<file path="src/hw/rtl/block_transfer_receiver_defines.svh">
// ----------------------------------------------------------------------------
// Block transfer receiver assertion macros
// Shared concurrent assertion forms used by the receiver RTL.
// ----------------------------------------------------------------------------
`ifndef BLOCK_TRANSFER_RECEIVER_DEFINES_SVH
`define BLOCK_TRANSFER_RECEIVER_DEFINES_SVH

// Same-cycle implication, disabled while reset is high
`define BTR_ASSERT_NOW(label, clk, rst, ante, cons) \
   label: assert property (@(posedge clk) disable iff (rst) (ante) |-> (cons)) \
      else $error("block transfer receiver check failed");

// Next-cycle implication, disabled while reset is high
`define BTR_ASSERT_NEXT(label, clk, rst, ante, cons) \
   label: assert property (@(posedge clk) disable iff (rst) (ante) |=> (cons)) \
      else $error("block transfer receiver check failed");

`endif

</file>
<file path="src/hw/rtl/btr_pkg.sv">
// ----------------------------------------------------------------------------
// Block transfer receiver package
// Codes, beat layouts and configuration record shared by the receiver RTL.
// ----------------------------------------------------------------------------
`timescale 1ns / 1ps

package btr_pkg;

   // Header tag "FTB" plus version byte, little-endian
   localparam logic [31:0] TAG_VALID = 32'h0142_5446;

   localparam logic [16:0] MAX_BLOCK_RESET = 17'd4096;

   // Configuration register indexes
   typedef enum logic [1:0] {
      REG_TOTAL_SIZE = 2'd0,
      REG_MAX_BLOCK  = 2'd1,
      REG_DUP_ENABLE = 2'd2
   } csr_index_type;

   typedef enum logic [2:0] {
      CLS_DATA     = 3'd0,
      CLS_DUP_DATA = 3'd1,
      CLS_END      = 3'd2,
      CLS_DUP_END  = 3'd3,
      CLS_INVALID  = 3'd4,
      CLS_CANCEL   = 3'd5
   } class_type;

   typedef enum logic [1:0] {
      RC_NONE = 2'd0,
      RC_ACK  = 2'd1,
      RC_NAK  = 2'd2,
      RC_CAN  = 2'd3
   } reply_type;

   typedef enum logic [2:0] {
      OUT_APPLIED   = 3'd0,
      OUT_RETRY     = 3'd1,
      OUT_FAILED    = 3'd2,
      OUT_CANCELLED = 3'd3,
      OUT_SYNCED    = 3'd4
   } outcome_type;

   typedef struct packed {
      logic [31:0] total_size;
      logic [16:0] max_block_bytes;
      logic        dup_detect_enable;
   } cfg_type;

   typedef struct packed {
      logic        op;
      logic [31:0] tag_word;
      logic [31:0] block_index;
      logic [31:0] block_length;
      logic [31:0] block_crc;
      logic [31:0] payload_crc;
      logic        store_ok;
   } req_type;

   typedef struct packed {
      class_type   block_class;
      reply_type   reply_code;
      logic [31:0] reply_index;
      logic [31:0] reply_offset;
      outcome_type outcome;
   } rsp_type;

endpackage

</file>
<file path="src/hw/rtl/btr_csr.sv">
// ----------------------------------------------------------------------------
// Block transfer receiver configuration registers
// Write-only register file holding transfer size and acceptance settings.
// ----------------------------------------------------------------------------
`timescale 1ns / 1ps

module btr_csr (
   input  logic             clock,
   input  logic             reset,
   input  logic             csr_we,
   input  logic [1:0]       csr_index,
   input  logic [31:0]      csr_wdata,
   output btr_pkg::cfg_type cfg
);

   btr_pkg::cfg_type cfg_ff;
   btr_pkg::cfg_type cfg_in;

   // Register write decode
   always_comb begin
      cfg_in = cfg_ff;
      if (csr_we) begin
         unique case (btr_pkg::csr_index_type'(csr_index))
            btr_pkg::REG_TOTAL_SIZE: cfg_in.total_size        = csr_wdata;
            btr_pkg::REG_MAX_BLOCK:  cfg_in.max_block_bytes   = csr_wdata[16:0];
            btr_pkg::REG_DUP_ENABLE: cfg_in.dup_detect_enable = csr_wdata[0];
            default:                 cfg_in = cfg_ff;
         endcase
      end
   end

   always_ff @(posedge clock) begin
      if (reset) begin
         cfg_ff.total_size        <= '0;
         cfg_ff.max_block_bytes   <= btr_pkg::MAX_BLOCK_RESET;
         cfg_ff.dup_detect_enable <= 1'b1;
      end else begin
         cfg_ff <= cfg_in;
      end
   end

   assign cfg = cfg_ff;

endmodule

</file>
<file path="src/hw/rtl/btr_eval.sv">
// ----------------------------------------------------------------------------
// Block transfer receiver header evaluation
// Classifies one beat against the progress record, builds the reply and
// commits progress when the beat moves on to the result register.
// ----------------------------------------------------------------------------
`timescale 1ns / 1ps
`include "block_transfer_receiver_defines.svh"

module btr_eval (
   input  logic             clock,
   input  logic             reset,
   input  btr_pkg::cfg_type cfg,
   input  logic             fire,
   input  btr_pkg::req_type item,
   output btr_pkg::rsp_type rsp
);

   // Progress record
   logic [31:0] next_index_ff,   next_index_in;
   logic [31:0] committed_ff,    committed_in;
   logic [31:0] prior_offset_ff, prior_offset_in;
   logic [31:0] prior_index_ff,  prior_index_in;
   logic [31:0] prior_length_ff, prior_length_in;
   logic [31:0] prior_crc_ff,    prior_crc_in;
   logic        prior_valid_ff,  prior_valid_in;
   logic        done_ff,         done_in;

   btr_pkg::class_type cls;
   logic [31:0]        remaining;
   logic [31:0]        new_committed;
   logic               tag_ok;
   logic               index_next;
   logic               index_dup;
   logic               fits;
   logic               commit_data;
   logic               commit_end;

   // Header classification
   always_comb begin
      remaining     = cfg.total_size - committed_ff;
      new_committed = committed_ff + item.block_length;
      tag_ok        = item.tag_word == btr_pkg::TAG_VALID;
      index_next    = item.block_index == next_index_ff;
      index_dup     = (next_index_ff != '0) && (item.block_index == next_index_ff - 32'd1);
      fits          = (item.block_length <= {15'd0, cfg.max_block_bytes})
                      && (item.block_length <= remaining);

      priority if (!tag_ok) begin
         cls = btr_pkg::CLS_INVALID;
      end else if (item.block_length == '0) begin
         if (!index_next || item.block_crc != '0 || committed_ff != cfg.total_size) begin
            cls = btr_pkg::CLS_INVALID;
         end else if (done_ff) begin
            cls = btr_pkg::CLS_DUP_END;
         end else begin
            cls = btr_pkg::CLS_END;
         end
      end else if (done_ff || item.block_index == '1 || committed_ff > cfg.total_size) begin
         cls = btr_pkg::CLS_INVALID;
      end else if (index_next && fits) begin
         cls = btr_pkg::CLS_DATA;
      end else if (cfg.dup_detect_enable && prior_valid_ff && index_dup
                   && item.block_length == prior_length_ff
                   && item.block_crc == prior_crc_ff) begin
         cls = btr_pkg::CLS_DUP_DATA;
      end else begin
         cls = btr_pkg::CLS_INVALID;
      end
   end

   // Reply selection
   always_comb begin
      commit_data      = 1'b0;
      commit_end       = 1'b0;
      rsp.block_class  = cls;
      rsp.reply_code   = btr_pkg::RC_ACK;
      rsp.reply_index  = item.block_index;
      rsp.reply_offset = committed_ff;
      rsp.outcome      = btr_pkg::OUT_APPLIED;
      if (item.op) begin
         rsp.block_class  = btr_pkg::CLS_CANCEL;
         rsp.reply_code   = btr_pkg::RC_NONE;
         rsp.reply_index  = '0;
         rsp.reply_offset = '0;
         rsp.outcome      = done_ff ? btr_pkg::OUT_SYNCED : btr_pkg::OUT_CANCELLED;
      end else begin
         unique case (cls)
            btr_pkg::CLS_DATA: begin
               if (item.payload_crc != item.block_crc) begin
                  rsp.reply_code = btr_pkg::RC_NAK;
                  rsp.outcome    = btr_pkg::OUT_RETRY;
               end else if (!item.store_ok) begin
                  rsp.reply_code = btr_pkg::RC_CAN;
                  rsp.outcome    = btr_pkg::OUT_FAILED;
               end else begin
                  commit_data      = 1'b1;
                  rsp.reply_offset = new_committed;
               end
            end
            btr_pkg::CLS_DUP_DATA: begin
               rsp.reply_index  = prior_index_ff;
               rsp.reply_offset = prior_offset_ff;
            end
            btr_pkg::CLS_END: begin
               if (!item.store_ok) begin
                  rsp.reply_code = btr_pkg::RC_CAN;
                  rsp.outcome    = btr_pkg::OUT_FAILED;
               end else begin
                  commit_end = 1'b1;
               end
            end
            btr_pkg::CLS_DUP_END: begin
               rsp.reply_code = btr_pkg::RC_ACK;
            end
            default: begin
               rsp.reply_code = btr_pkg::RC_CAN;
               rsp.outcome    = btr_pkg::OUT_FAILED;
            end
         endcase
      end
   end

   // Progress update, taken only when the beat advances
   always_comb begin
      next_index_in   = next_index_ff;
      committed_in    = committed_ff;
      prior_offset_in = prior_offset_ff;
      prior_index_in  = prior_index_ff;
      prior_length_in = prior_length_ff;
      prior_crc_in    = prior_crc_ff;
      prior_valid_in  = prior_valid_ff;
      done_in         = done_ff;
      if (fire && commit_data) begin
         next_index_in   = item.block_index + 32'd1;
         committed_in    = new_committed;
         prior_offset_in = new_committed;
         prior_index_in  = item.block_index;
         prior_length_in = item.block_length;
         prior_crc_in    = item.block_crc;
         prior_valid_in  = 1'b1;
      end
      if (fire && commit_end) begin
         done_in = 1'b1;
      end
   end

   always_ff @(posedge clock) begin
      if (reset) begin
         next_index_ff   <= '0;
         committed_ff    <= '0;
         prior_offset_ff <= '0;
         prior_index_ff  <= '0;
         prior_length_ff <= '0;
         prior_crc_ff    <= '0;
         prior_valid_ff  <= 1'b0;
         done_ff         <= 1'b0;
      end else begin
         next_index_ff   <= next_index_in;
         committed_ff    <= committed_in;
         prior_offset_ff <= prior_offset_in;
         prior_index_ff  <= prior_index_in;
         prior_length_ff <= prior_length_in;
         prior_crc_ff    <= prior_crc_in;
         prior_valid_ff  <= prior_valid_in;
         done_ff         <= done_in;
      end
   end

   // Finalized transfer stays finalized
   `BTR_ASSERT_NEXT(a_done_sticky, clock, reset, done_ff, done_ff)
   // Offset moves only on a committed data block
   `BTR_ASSERT_NEXT(a_commit_only_on_data, clock, reset, !(fire && commit_data), $stable(committed_ff))
   // Committed data block advances the expected index past it
   `BTR_ASSERT_NEXT(a_index_follows, clock, reset, fire && commit_data, next_index_ff == $past(item.block_index) + 32'd1)
   // Committed offset never passes the configured total on a commit
   `BTR_ASSERT_NOW(a_commit_in_range, clock, reset, fire && commit_data, new_committed <= cfg.total_size)

endmodule

</file>
<file path="src/hw/rtl/block_transfer_receiver.sv">
// ----------------------------------------------------------------------------
// Block transfer receiver
// Checks block headers and cancel bytes of a block transfer, answers each
// header with ACK, NAK or CAN plus the block index and committed byte offset.
// ----------------------------------------------------------------------------
// Usage:
//   req_* carries one beat per received header or sender cancel byte.
//   rsp_* returns exactly one result beat per request beat, in order.
//   csr_* writes total_size (0), max_block_bytes (1), dup_detect_enable (2);
//   write only while no beat is in flight.
// Path: input register, evaluation, then the result register driving rsp_*.
// Throughput: one beat per cycle while rsp_tready is high; the progress
//   record is read and updated within the single evaluation stage, so
//   back-to-back beats see each other's commits.
// Reset (synchronous) clears the progress record and the valid flags of both
//   stage registers, and restores the configuration defaults (size 0,
//   4096-byte blocks, duplicate detection on).
// Backpressure: while rsp_tready is low a held result stays on rsp_*, one
//   more beat waits in the input register, and req_tready then drops.
// ----------------------------------------------------------------------------
`timescale 1ns / 1ps
`include "block_transfer_receiver_defines.svh"

module block_transfer_receiver (
   input  logic          clock,
   input  logic          reset,
   // Request channel
   input  logic          req_tvalid,
   output logic          req_tready,
   // tdata: tag_word, block_index, block_length, block_crc, payload_crc,
   //        store_ok, then zero fill
   input  logic [167:0]  req_tdata,
   // tuser: op
   input  logic          req_tuser,
   // Result channel
   output logic          rsp_tvalid,
   input  logic          rsp_tready,
   // tdata: reply_code, reply_index, reply_offset, outcome, then zero fill
   output logic [71:0]   rsp_tdata,
   // tuser: block_class
   output logic [2:0]    rsp_tuser,
   // Configuration write port
   input  logic          csr_we,
   input  logic [1:0]    csr_index,
   input  logic [31:0]   csr_wdata
);

   btr_pkg::cfg_type cfg;
   btr_pkg::req_type req_item;
   btr_pkg::rsp_type eval_rsp;

   logic             in_valid_ff, in_valid_in;
   btr_pkg::req_type in_item_ff,  in_item_in;
   logic             out_valid_ff, out_valid_in;
   btr_pkg::rsp_type out_rsp_ff,   out_rsp_in;
   logic             advance;

   btr_csr u_csr (
      .clock     (clock),
      .reset     (reset),
      .csr_we    (csr_we),
      .csr_index (csr_index),
      .csr_wdata (csr_wdata),
      .cfg       (cfg)
   );

   // Request beat unpacking
   always_comb begin
      req_item.op           = req_tuser;
      req_item.tag_word     = req_tdata[31:0];
      req_item.block_index  = req_tdata[63:32];
      req_item.block_length = req_tdata[95:64];
      req_item.block_crc    = req_tdata[127:96];
      req_item.payload_crc  = req_tdata[159:128];
      req_item.store_ok     = req_tdata[160];
   end

   // Stage handshake
   assign advance    = in_valid_ff && (!out_valid_ff || rsp_tready);
   assign req_tready = !in_valid_ff || advance;

   btr_eval u_eval (
      .clock (clock),
      .reset (reset),
      .cfg   (cfg),
      .fire  (advance),
      .item  (in_item_ff),
      .rsp   (eval_rsp)
   );

   // Input and result register next values
   always_comb begin
      in_valid_in  = in_valid_ff;
      in_item_in   = in_item_ff;
      out_valid_in = out_valid_ff;
      out_rsp_in   = out_rsp_ff;
      if (advance) begin
         in_valid_in = 1'b0;
      end
      if (req_tvalid && req_tready) begin
         in_valid_in = 1'b1;
         in_item_in  = req_item;
      end
      if (advance) begin
         out_valid_in = 1'b1;
         out_rsp_in   = eval_rsp;
      end else if (rsp_tready) begin
         out_valid_in = 1'b0;
      end
   end

   always_ff @(posedge clock) begin
      if (reset) begin
         in_valid_ff  <= 1'b0;
         out_valid_ff <= 1'b0;
      end else begin
         in_valid_ff  <= in_valid_in;
         out_valid_ff <= out_valid_in;
      end
      in_item_ff <= in_item_in;
      out_rsp_ff <= out_rsp_in;
   end

   // Result beat packing
   assign rsp_tvalid = out_valid_ff;
   assign rsp_tuser  = out_rsp_ff.block_class;
   assign rsp_tdata  = {3'd0, out_rsp_ff.outcome, out_rsp_ff.reply_offset,
                        out_rsp_ff.reply_index, out_rsp_ff.reply_code};

   // An empty result register always frees the request side
   `BTR_ASSERT_NOW(a_ready_when_empty, clock, reset, !out_valid_ff, req_tready)

endmodule
</file>
<file path="config.mk">
export PLATFORM = sky130hd
export DESIGN_NAME = block_transfer_receiver
export DESIGN_NICKNAME = d
export VERILOG_FILES = /design/src/hw/rtl/btr_pkg.sv /design/src/hw/rtl/btr_csr.sv /design/src/hw/rtl/btr_eval.sv /design/src/hw/rtl/block_transfer_receiver.sv
export VERILOG_INCLUDE_DIRS = /design/src /design/src/hw/rtl
export SDC_FILE = /design/constraint.sdc
export NUM_CORES = 1
export LEC_CHECK = 0
export ABC_AREA = 1
export BUFFER_PORTS_ARGS = -buffer_cell sky130_fd_sc_hd__buf_2
export CAP_MARGIN = 40
export CORE_ASPECT_RATIO = 0.8
export CORE_MARGIN = 4
export CORE_UTILIZATION = 50
export DETAILED_ROUTE_END_ITERATION = 12
export HOLD_SLACK_MARGIN = 0.02
export PLACE_DENSITY_LB_ADDON = 0.2
export SLEW_MARGIN = 40
export SYNTH_ARGS = -nofsm -noshare
export SYNTH_HDL_FRONTEND = slang
export SYNTH_HIERARCHICAL = 1
export SYNTH_SLANG_ARGS = --single-unit
</file>
<file path="constraint.sdc">
create_clock -name clock -period 7.7 [get_ports clock]
set_input_delay 1.54 -clock clock [delete_from_list [all_inputs] [get_ports clock]]
set_output_delay 1.54 -clock clock [all_outputs]
set_load 0.005 [all_outputs]
</file>
# Yosys cells after proc, flatten, opt, wreduce, memory -nomap -nowiden
# Cells that the tools add are included.
[word_totals]
regBits = 448
out_inout_bits = 77
[op_classes]
eq_ne = 13
mux = 29
n_lt_le_gt_ge = 3
n_reduce_logical = 31
add_sub_neg = 4
[op_table]
columns = ["cell", "n"]
rows = [
  ["equality test 32 bit", 4],
  ["2-to-1 mux 32 bit", 4],
  ["!= test 32 bit", 2],
  ["nonzero test 32 bit", 2],
  ["adder 32 x 1 -> 32 bit, second input constant", 1],
  ["adder 32 bit", 1],
  ["equality test 32 x 25 -> 1 bit, second input constant", 1],
  ["equality test 32 bit, second input constant", 1],
  ["greater-than comparator 32 bit", 1],
  ["<= comparator 32 x 17 -> 1 bit", 1],
  ["<= comparator 32 bit", 1],
  ["logical NOT 32 bit", 1],
  ["subtractor 32 x 1 -> 32 bit, second input constant", 1],
  ["subtractor 32 bit", 1],
  ["2-to-1 mux 3 bit", 9],
  ["logical AND 1 bit", 11],
  ["2-to-1 mux 1 bit", 11],
  ["case mux 3 bit (3 select lines)", 1],
  ["equality test 3 x 2 -> 1 bit, second input constant", 2],
  ["logical OR 1 bit", 6],
  ["2-to-1 mux 2 bit", 3],
  ["case mux 2 bit (3 select lines)", 1],
  ["AND reduction 2 bit", 3],
  ["nonzero test 2 bit", 2],
  ["7 further kinds", 9],
]

# Longest topological paths before layout
# Gate-level depths: netlist (run 1).
[depth]
ltp_word = 15
ltp_mapped = 35

# Hierarchy
# Netlist (run 1), hierarchy kept.
[by_module_without_submodules]
columns = ["module", "cells_each", "area_each_um2", "n_inst"]
rows = [
  ["btr_eval", 2829, 16560.9, 1],
  ["block_transfer_receiver", 250, 7144.4, 1],
  ["btr_csr", 324, 2153.3, 1],
]

# Least setup slack after synthesis (run 1)
# Ideal clock, no wire load.
[synth_timing]
kind = "input -> register"
from = "in rsp_tready"
to = "reg u_eval.next_index_ff[10]"
setup_slack_ps = 1044
path_buffers = 3
path_stages = 10
setup_ps = 112
arrival_time_ps = 6544
required_ps = 7588
path_cell_list = "inv_1 > a21oi_1 > nand2_1 > inv_1 > clkbuf_1 > buf_1 > clkbuf_1 > nand3_1 > nand2_1 > nor2_1"
[synth_via]
elab_chain_len = 3
[synth_rtl]
columns = ["item", "line_no", "rtl"]
rows = [
  ["from (decl)", "block_transfer_receiver.sv:37", "input logic rsp_tready,"],
  ["logical OR 1 bit", "block_transfer_receiver.sv:79", "assign advance = in_valid_ff && (!out_valid_ff || rsp_tready);"],
  ["logical AND 1 bit", "block_transfer_receiver.sv:79", ""],
  ["named net advance", "block_transfer_receiver.sv:56", "logic advance;"],
  ["logical AND 1 bit", "btr_eval.sv:133", "if (fire && commit_data) begin"],
  ["to (signal assigned)", "btr_eval.sv:158", "next_index_ff <= next_index_in;"],
  ["to (decl)", "btr_eval.sv:19", "logic [31:0] next_index_ff, next_index_in;"],
]
# The timed path passes the listed nets, and every way through them passes these cells.
# A chain may end at the register's enable or synchronous reset.

==> results of run 1 <==
report_power, final:
group / internal, W / total (W) / leakage [nW] / switching (W)
sequential: 0.00260 / 0.00269 / 4.03 / 0.0000901
clock: 0.00135 / 0.00234 / 0.780 / 0.000992
combinational: 0.000263 / 0.000722 / 8.85 / 0.000458
total: 0.00422 / 0.00576 / 13.7 / 0.00154
layout make-up:
class,instances,area [µm²]
Timing Repair Buffer,290,1520
Tap cell,684,856
Multi-Input combinational cell,2427,12400
Sequential cell,448,11300
Fill cell,4830,21800
Inverter,418,1590
Antenna cell,1,2.50
Clock buffer,65,1360
Clock inverter,24,231
flip-flops by register name (all words and copies together) (netlist names):
name                    count
in_item_ff                162
rsp_tdata                  69
u_csr/cfg                  50
u_eval/next_index_ff       32
u_eval/prior_crc_ff        32
u_eval/prior_index_ff      32
u_eval/prior_length_ff     32
u_eval/prior_offset_ff     32
rsp_tuser                   3
in_valid_ff                 1
rsp_tvalid                  1
u_eval/done_ff              1
u_eval/prior_valid_ff       1
critical path, delay by kind of cell, from the launching register on:
family | cells | cell delay (ns)
AOI/OAI and AO/OA | 5 | 1.32
xor gates and xnor gates | 1 | 0.07
adders and majority gates | 3 | 0.95
buffers and inverters | 2 | 0.90
DFF | 1 | 0.39
and+or+nand+nor | 19 | 3.14
worst paths after layout:
| path | startpoint | endpoint | slack [ns] |
|---|---|---|---|
| setup / recovery | u_eval/prior_offset_ff[0]$_SDFFE_PP0P_ | u_eval/next_index_ff[22]$_SDFFE_PP0P_ | 0.81 |
| hold / removal | u_eval/prior_index_ff[7]$_SDFFE_PP0P_ | u_eval/prior_index_ff[7]$_SDFFE_PP0P_ | 0.46 |
| setup reg to reg | u_eval/prior_offset_ff[0]$_SDFFE_PP0P_ | u_eval/next_index_ff[22]$_SDFFE_PP0P_ | 0.81 |
| hold reg to reg | u_eval/prior_index_ff[7]$_SDFFE_PP0P_ | u_eval/prior_index_ff[7]$_SDFFE_PP0P_ | 0.46 |
cell usage in the layout, fill, tap and decap left out, drive strengths merged, types with 15 or more instances in the layout:
cell / n
a21oi: 196
buf: 290
clkbuf: 65
clkinv: 15
dfxtp: 214
edfxtp: 234
ha: 115
inv: 422
nand2: 757
nand3: 242
nand3b: 37
nand4: 62
nor2: 611
nor3: 39
nor4: 42
o21ai: 103
xnor2: 56
xor2: 106
through the flow:
step / utilization [%] / power (W)
2_1_floorplan: - / 0.00319
3_3_place_gp: 54.2 / 0.00344
5_1_grt: 57.4 / 0.00599
6_report: 57.4 / 0.00576
3_5_place_dp: 54.2 / 0.00344
4_1_cts: 57.4 / 0.00578
per-layer routing:
metal / track usage (%) / part of all wire, %
met1: 41.0 / 46
met5: 0 / 0
met2: 39.0 / 41
met4: 7.23 / 2.3
met3: 6.04 / 10
cells by family (layout without fill, tap and decap cells):
group / after synthesis / after routing
AOI/OAI and AO/OA: 346 / 346
xor gates and xnor gates: 162 / 162
adders and majority gates: 117 / 117
buffers and inverters: 530 / 797
DFF: 448 / 448
other: 1 / 4
and+or+nand+nor: 1799 / 1799
==> summary.md, run 1 <==
| Metric | Value |
|---|---|
| Outcome | `complete, no violations` |
| Place WS | `1.04 ns` |
| Worst Max-Slew Pin Slew | `0.956 ns` |
| Die footprint | `55400 µm²` |
| Crit path top cell by count | `nand2_1` |
| IO Count | `285` |
| Most frequent cells after synthesis | `751 x nand2_1, 598 x nor2_1, 408 x inv_1` |
| Post-synth top area cell | `edfxtp_1` |
| TritonCTS clock tree | `done` |
| Reg2Reg Depth | `30` |
| Final instance area | `29300 µm²` |
| Critical-path maximum fanout | `43` |
| Wire per inst | `17.9 µm` |
| Vias in the first global route | `20.8k` |
| Htree depth | `2` |
| Post-synth EDFFs | `234` |
| Final slew viol count | `0` |
| Library cells used by synthesis | `57` |
| Data required time of the worst path | `8.20 ns` |
| Netlist Area Pre-Place | `25900 µm²` |
| Initial antenna violation count | `3` |
| Min Tclk post-route | `6.89 ns` |
| # resized after CTS | `0` |
| Sequential share of the synthesized area | `43.7%` |
| Hold-fix buffers, CTS | `0` |
| Post-synthesis mux area share | `0%` |
| GRT Resource Usage Total | `27.1%` |
| WHS Path Cells | `2` |
| Fin Setup TNS | `0 ns` |
| Area delta synth->final | `13.4%` |
| Setup violators final | `0` |
| Top post-synthesis cells by area | `edfxtp_1 27%, dfxtp_1 17%, nand2_1 11%, nor2_1 8.7%, inv_1 5.9%` |
| Vias per std cell | `5.33` |
| CTS root buf | `clkbuf_16` |
| Area fraction of the dominant cell type after synthesis | `27.2%` |
| Simple-Gate Fraction of Synth Area | `29.6%` |
| CTS max path bufs | `3` |
| Setup CP Type | `flop to flop` |
| Hold Vio Cnt, Final | `0` |
| Most used flip-flop cell after synthesis | `edfxtp_1` |
| IO buf count | `274` |
| Hold WS | `0.461 ns` |
| Initial core utilization | `50.6%` |
| RSZ-0062 raised after global routing | `no` |
| Syn Area/Cell | `7.60 µm²` |
| Crit start category | `flop` |
| DRC errors left | `0` |
| Leakage | `13.7 nW` |
| Vias | `23.2k` |
| CP peak stage delay | `0.74 ns` |
| Synth async-reset ratio | `0%` |
| Worst vdd ir | `0.169 mV` |
| Compound-Gate Fraction of Synth Area | `7.21%` |
| Seq cells post-synth | `448` |
| Worst hold path type | `flop to flop` |
| Post-route non-filler standard cell count | `4357` |
| Clock-pin transition on the worst setup and hold timing paths | `0.06 ns` |
| Pin count of the biggest net entering global routing | `180` |
| Drt pass-1 iters | `6` |
| Post-route antenna net violation count | `0` |
| Most common cell in the netlist | `nand2_1` |
| YS warnings | `6` |
| Clk sink count | `448` |
| Dpl cell area | `27700 µm²` |
| Max Clk Rate | `145 MHz` |
| Critical path arrival | `7.39 ns` |
| Final Worst Setup Slack | `0.815 ns` |
| Cell row count | `74` |
| Post-synthesis adder-cell area fraction | `5.72%` |
| Slowest stage cell, crit path | `nor4b_1` |
| Setup Buffers After CTS | `0` |
| Max_slew headroom | `36.1%` |
| XOR/XNOR Fraction of Synth Area | `5.49%` |
| Largest family of logic cells by synthesized area | `simple AND/OR/NAND/NOR gates` |
| Cell count after synthesis | `3403` |
| Placer congestion estimate | `0.984` |
| Congestion Overflow GR | `0` |
| Placed Cells incl. Taps | `4267` |
| Pwr Density | `196 nW/µm²` |
| Detail Placement HPWL | `57700 µm` |
| Core box area | `51100 µm²` |
| First-pass GRT wire length | `118000 µm` |
| Fraction of layout instances using a drive strength above 1 | `11.1%` |
| Routed WL | `78100 µm` |
| Post-layout net count | `3958` |
| Chip Height | `211 µm` |
| Element type at the critical path end | `flop` |
| Setup Skew | `0.0303 ns` |
| Total CTS buffers | `48` |
| First DRT Iteration DRCs | `2754` |
| Clk_lat worst skew | `0.60 ns` |
| Crit share post-route | `89.4%` |
| Maxcap violations | `0` |
| Die Wd | `262 µm` |
(Power assumes the default switching activity.)
==> run 2: changes to the inputs <==
--- a/config.mk
+++ b/config.mk
@@ -7,5 +7,4 @@
 export NUM_CORES = 1
 export LEC_CHECK = 0
-export ABC_AREA = 1
 export BUFFER_PORTS_ARGS = -buffer_cell sky130_fd_sc_hd__buf_2
 export CAP_MARGIN = 40
==> constraint.sdc (replaced) <==
create_clock -name clock -period 7.7 [get_ports clock]
set_input_delay 0.77 -clock clock [delete_from_list [all_inputs] [get_ports clock]]
set_output_delay 0.77 -clock clock [all_outputs]
set_load 0.005 [all_outputs]
==> run 2 against run 1 <==
  * Worst hold slack worse by 0.11 ns
  * Critical path depth down 7
  * Clock skew about the same
  * Largest cell class is now flip-flops and latches
  * Flip-flop and latch count unchanged
  * Sequential share of layout area up 3.7 points
==> summary.md, run 2 <==
| Metric | Value |
|---|---|
| WHS Path Cells | `1 (-1)` |
| RSZ-0062 raised after global routing | `no` |
| Chip Height | `202 µm (-4.5%)` |
| Core box area | `46100 µm² (-9.9%)` |
| Most common cell in the netlist | `nand2_1` |
| Fraction of layout instances using a drive strength above 1 | `14.7% (+3.6 points)` |
| Combinational power share | `10.5% (-2.0 points)` |
| NetSw | `0.00135 W (-12%)` |
| Seq cells post-synth | `448 (unchanged)` |
| Vias per std cell | `5.62 (+5.5%)` |
| Congestion Overflow GR | `0 (unchanged)` |
| Most frequent cells in the layout | `400 x nand2_1, 273 x buf_2, 234 x a21oi_1, 234 x edfxtp_1, 214 x dfxtp_1` |
| Die footprint | `50600 µm² (-8.8%)` |
| TritonCTS clock tree | `done` |
| Setup Buffers After CTS | `0 (unchanged)` |
| Library cells used by synthesis | `94 (+65%)` |
| Vias | `18.4k (-21%)` |
| Max Clk Rate | `152 MHz (+4.8%)` |
| Final slew viol count | `0 (unchanged)` |
| Area fraction of the dominant cell type after synthesis | `29.9% (+2.7 points)` |
| Total CTS buffers | `45 (-6.3%)` |
| Clock-pin transition on the worst setup and hold timing paths | `0.06 ns (about the same)` |
| First-pass GRT wire length | `97500 µm (-18%)` |
| Filler cells | `3997 (-17%)` |
| CTS max path bufs | `3 (unchanged)` |
| Drt pass-1 iters | `6 (unchanged)` |
| Leakage | `10.3 nW (-25%)` |
| Min-delay src | `req_tdata[66]` |
| Hold WS | `0.349 ns (-0.112 ns)` |
| Worst vdd ir | `0.215 mV (+27%)` |
| Commonest non-fill, non-tap cell in the layout | `nand2_1` |
| GRT Resource Usage Total | `24.0% (-3.1 points)` |
| Critical-path maximum fanout | `107 (+150%)` |
| Post-layout net count | `2942 (-26%)` |
| Fin Setup TNS | `0 ns (unchanged)` |
| Min Tclk post-route | `6.57 ns (-0.313 ns)` |
| Cell count after synthesis | `2391 (-30%)` |
| DRC errors left | `0 (unchanged)` |
| Reg-to-Reg Start | `u_eval/prior_offset_ff[4]$_SDFFE_PP0P_` |
| Hold-fix buffers, CTS | `0 (unchanged)` |
| Max reg flops | `162 (unchanged)` |
| Most used flip-flop cell after synthesis | `edfxtp_1` |
| Reg2Reg Depth | `23 (-23%)` |
| Clock Power Share | `40.5% (-0.2 points)` |
| IO buf count | `274 (unchanged)` |
| Initial antenna violation count | `2 (-1)` |
| Internal | `0.00413 W (-2.0%)` |
| Reg with most FFs | `in_item_ff` |
| Final instance area | `26800 µm² (-8.7%)` |
| Data required time of the worst path | `8.21 ns (about the same)` |
| Total power | `0.00548 W (-4.8%)` |
| Seq pwr share | `49.0% (+2.3 points)` |
| Post-route antenna net violation count | `0 (unchanged)` |
| Outcome | `complete, no violations` |
| Placer congestion estimate | `0.936 (-4.9%)` |
| Maxcap violations | `0 (unchanged)` |
| Post-synth top area cell | `edfxtp_1` |
| Sequential share of the synthesized area | `48.1% (+4.4 points)` |
| Netlist Area Pre-Place | `23500 µm² (-9.1%)` |
| YS warnings | `6 (unchanged)` |
| Initial core utilization | `51.0% (+0.42 points)` |
| Vias in the first global route | `17.6k (-15%)` |
| Crit start category | `flop` |
| First DRT Iteration DRCs | `1602 (-42%)` |
| Most frequent cells after synthesis | `400 x nand2_1, 234 x a21oi_1, 234 x edfxtp_1` |
| IO Count | `285 (unchanged)` |
| Element type at the critical path end | `flop` |
| Area delta synth->final | `13.8%` |
| Wire per inst | `19.3 µm (+7.7%)` |
| Clk sink count | `448 (unchanged)` |
| Die Wd | `250 µm (-4.5%)` |
| Pwr Density | `205 nW/µm² (+4.4%)` |
| Post-synth EDFFs | `234 (unchanged)` |
| Hold Vio Cnt, Final | `0 (unchanged)` |
| Max_slew headroom | `43.2% (+7.1 points)` |
| Crit share post-route | `85.3% (-4.1 points)` |
| Cell row count | `70 (-5.4%)` |
| # resized after CTS | `0 (unchanged)` |
| Clk_lat worst skew | `0.59 ns (about the same)` |
| Syn Area/Cell | `9.83 µm² (+29%)` |
| Synth async-reset ratio | `0% (unchanged)` |
| Htree depth | `2 (unchanged)` |
| Worst hold path type | `input pin to flop` |
| Setup CP Type | `flop to flop` |
| Worst Max-Slew Pin Slew | `0.846 ns (-0.109 ns)` |
| Setup Skew | `0.0300 ns (-0.000318 ns)` |
| Critical path arrival | `7.08 ns (-0.31 ns)` |
| CP Launch Point | `u_eval/prior_offset_ff[4]$_SDFFE_PP0P_` |
| Setup violators final | `0 (unchanged)` |
| Pin count of the biggest net entering global routing | `149 (-17%)` |
| Detail Placement HPWL | `45500 µm (-21%)` |
| Dpl cell area | `25200 µm² (-9.1%)` |
| Routed WL | `63100 µm (-19%)` |
| Top post-synthesis cells by area | `edfxtp_1 30%, dfxtp_1 18%, nand2_1 6.4%, ha_1 6.1%, a21oi_1 5.0%` |
| CTS root buf | `clkbuf_16` |
| Switching share of power | `24.6% (-2.2 points)` |
run 2: final cells by class:
class,instances,area (µm²),area share (%)
multi-input combinational,1751,11300,42.2
inverter,80,300,1.12
antenna,2,5.00,0.0187
timing repair buffer,291,1570,5.85
sequential,448,11300,42.3
clock inverter,20,223,0.832
clock buffer,63,1280,4.80
tap,612,766,2.86
run 2: metal layers:
metal  vias up  track usage (%)  part of all wire [%]  wire length (µm)
met3       100             4.54                   7.1              4480
met5         -                0                     0                 0
li1       8890                -                     -                 -
met2       598             36.3                    43             27300
met1      8781             35.1                    47             29600
met4         0             7.17                   2.7              1700
run 2: final timing paths:
path,end,slack (ns)
worst min-delay path,in_item_ff[67]$_DFFE_PP_,0.35
worst max-delay path,u_eval/prior_crc_ff[20]$_SDFFE_PP0P_,1.13
worst max register to register,u_eval/prior_crc_ff[20]$_SDFFE_PP0P_,1.13
worst min register to register,u_eval/prior_index_ff[9]$_SDFFE_PP0P_,0.45
run 2: metrics by stage:
stage	setup slack (ns)	utilization [%]	std cells
6_report	1.13	58.1	3267
3_5_place_dp	1.06	54.7	3181
5_1_grt	0.738	58.1	3267
3_3_place_gp	1.16	54.6	3179
4_1_cts	1.00	58.0	3264
2_1_floorplan	2.13	-	2393
run 2: critical path: stages, from the launching register on:
cell and delay (ns):
dfxtp_1 0.41, inv_1 0.07, ha_1 0.35, or4_1 0.53
o2111ai_1 0.12, a21o_1 0.20, o21a_1 0.22, o211ai_1 0.15
o41a_1 0.40, a221o_1 0.39, a21o_1 0.19, a21oi_1 0.17
xor2_1 0.21, ha_1 0.29, a211oi_1 0.20, o21ai_0 0.13
a21oi_1 0.13, o31a_1 0.17, o22ai_1 0.12, a2111oi_4 0.58
and4_4 0.59, buf_12 0.43, nand2_1 0.14, a21oi_1 0.20
run 2: kinds of logic after synthesis:
kind of cell / after synthesis / share of synthesized area [%]
xor gates and xnor gates: 210 / 7.83
and+or+nand+nor: 905 / 19.1
DFF: 448 / 48.1
AOI/OAI and AO/OA: 426 / 10.9
adders and majority gates: 117 / 6.29
buffers and inverters: 194 / 3.95
muxes: 90 / 3.84
other: 1 / 0.0160
run 2: power by group through the flow:
stage               Clock [W]  Sequential, W  Combinational (W)
floorplan                   0        0.00270           0.000397
global placement            0        0.00274           0.000546
detailed placement          0        0.00274           0.000562
CTS                   0.00227        0.00269           0.000568
global route          0.00238        0.00270           0.000640
finish                0.00222        0.00269           0.000575
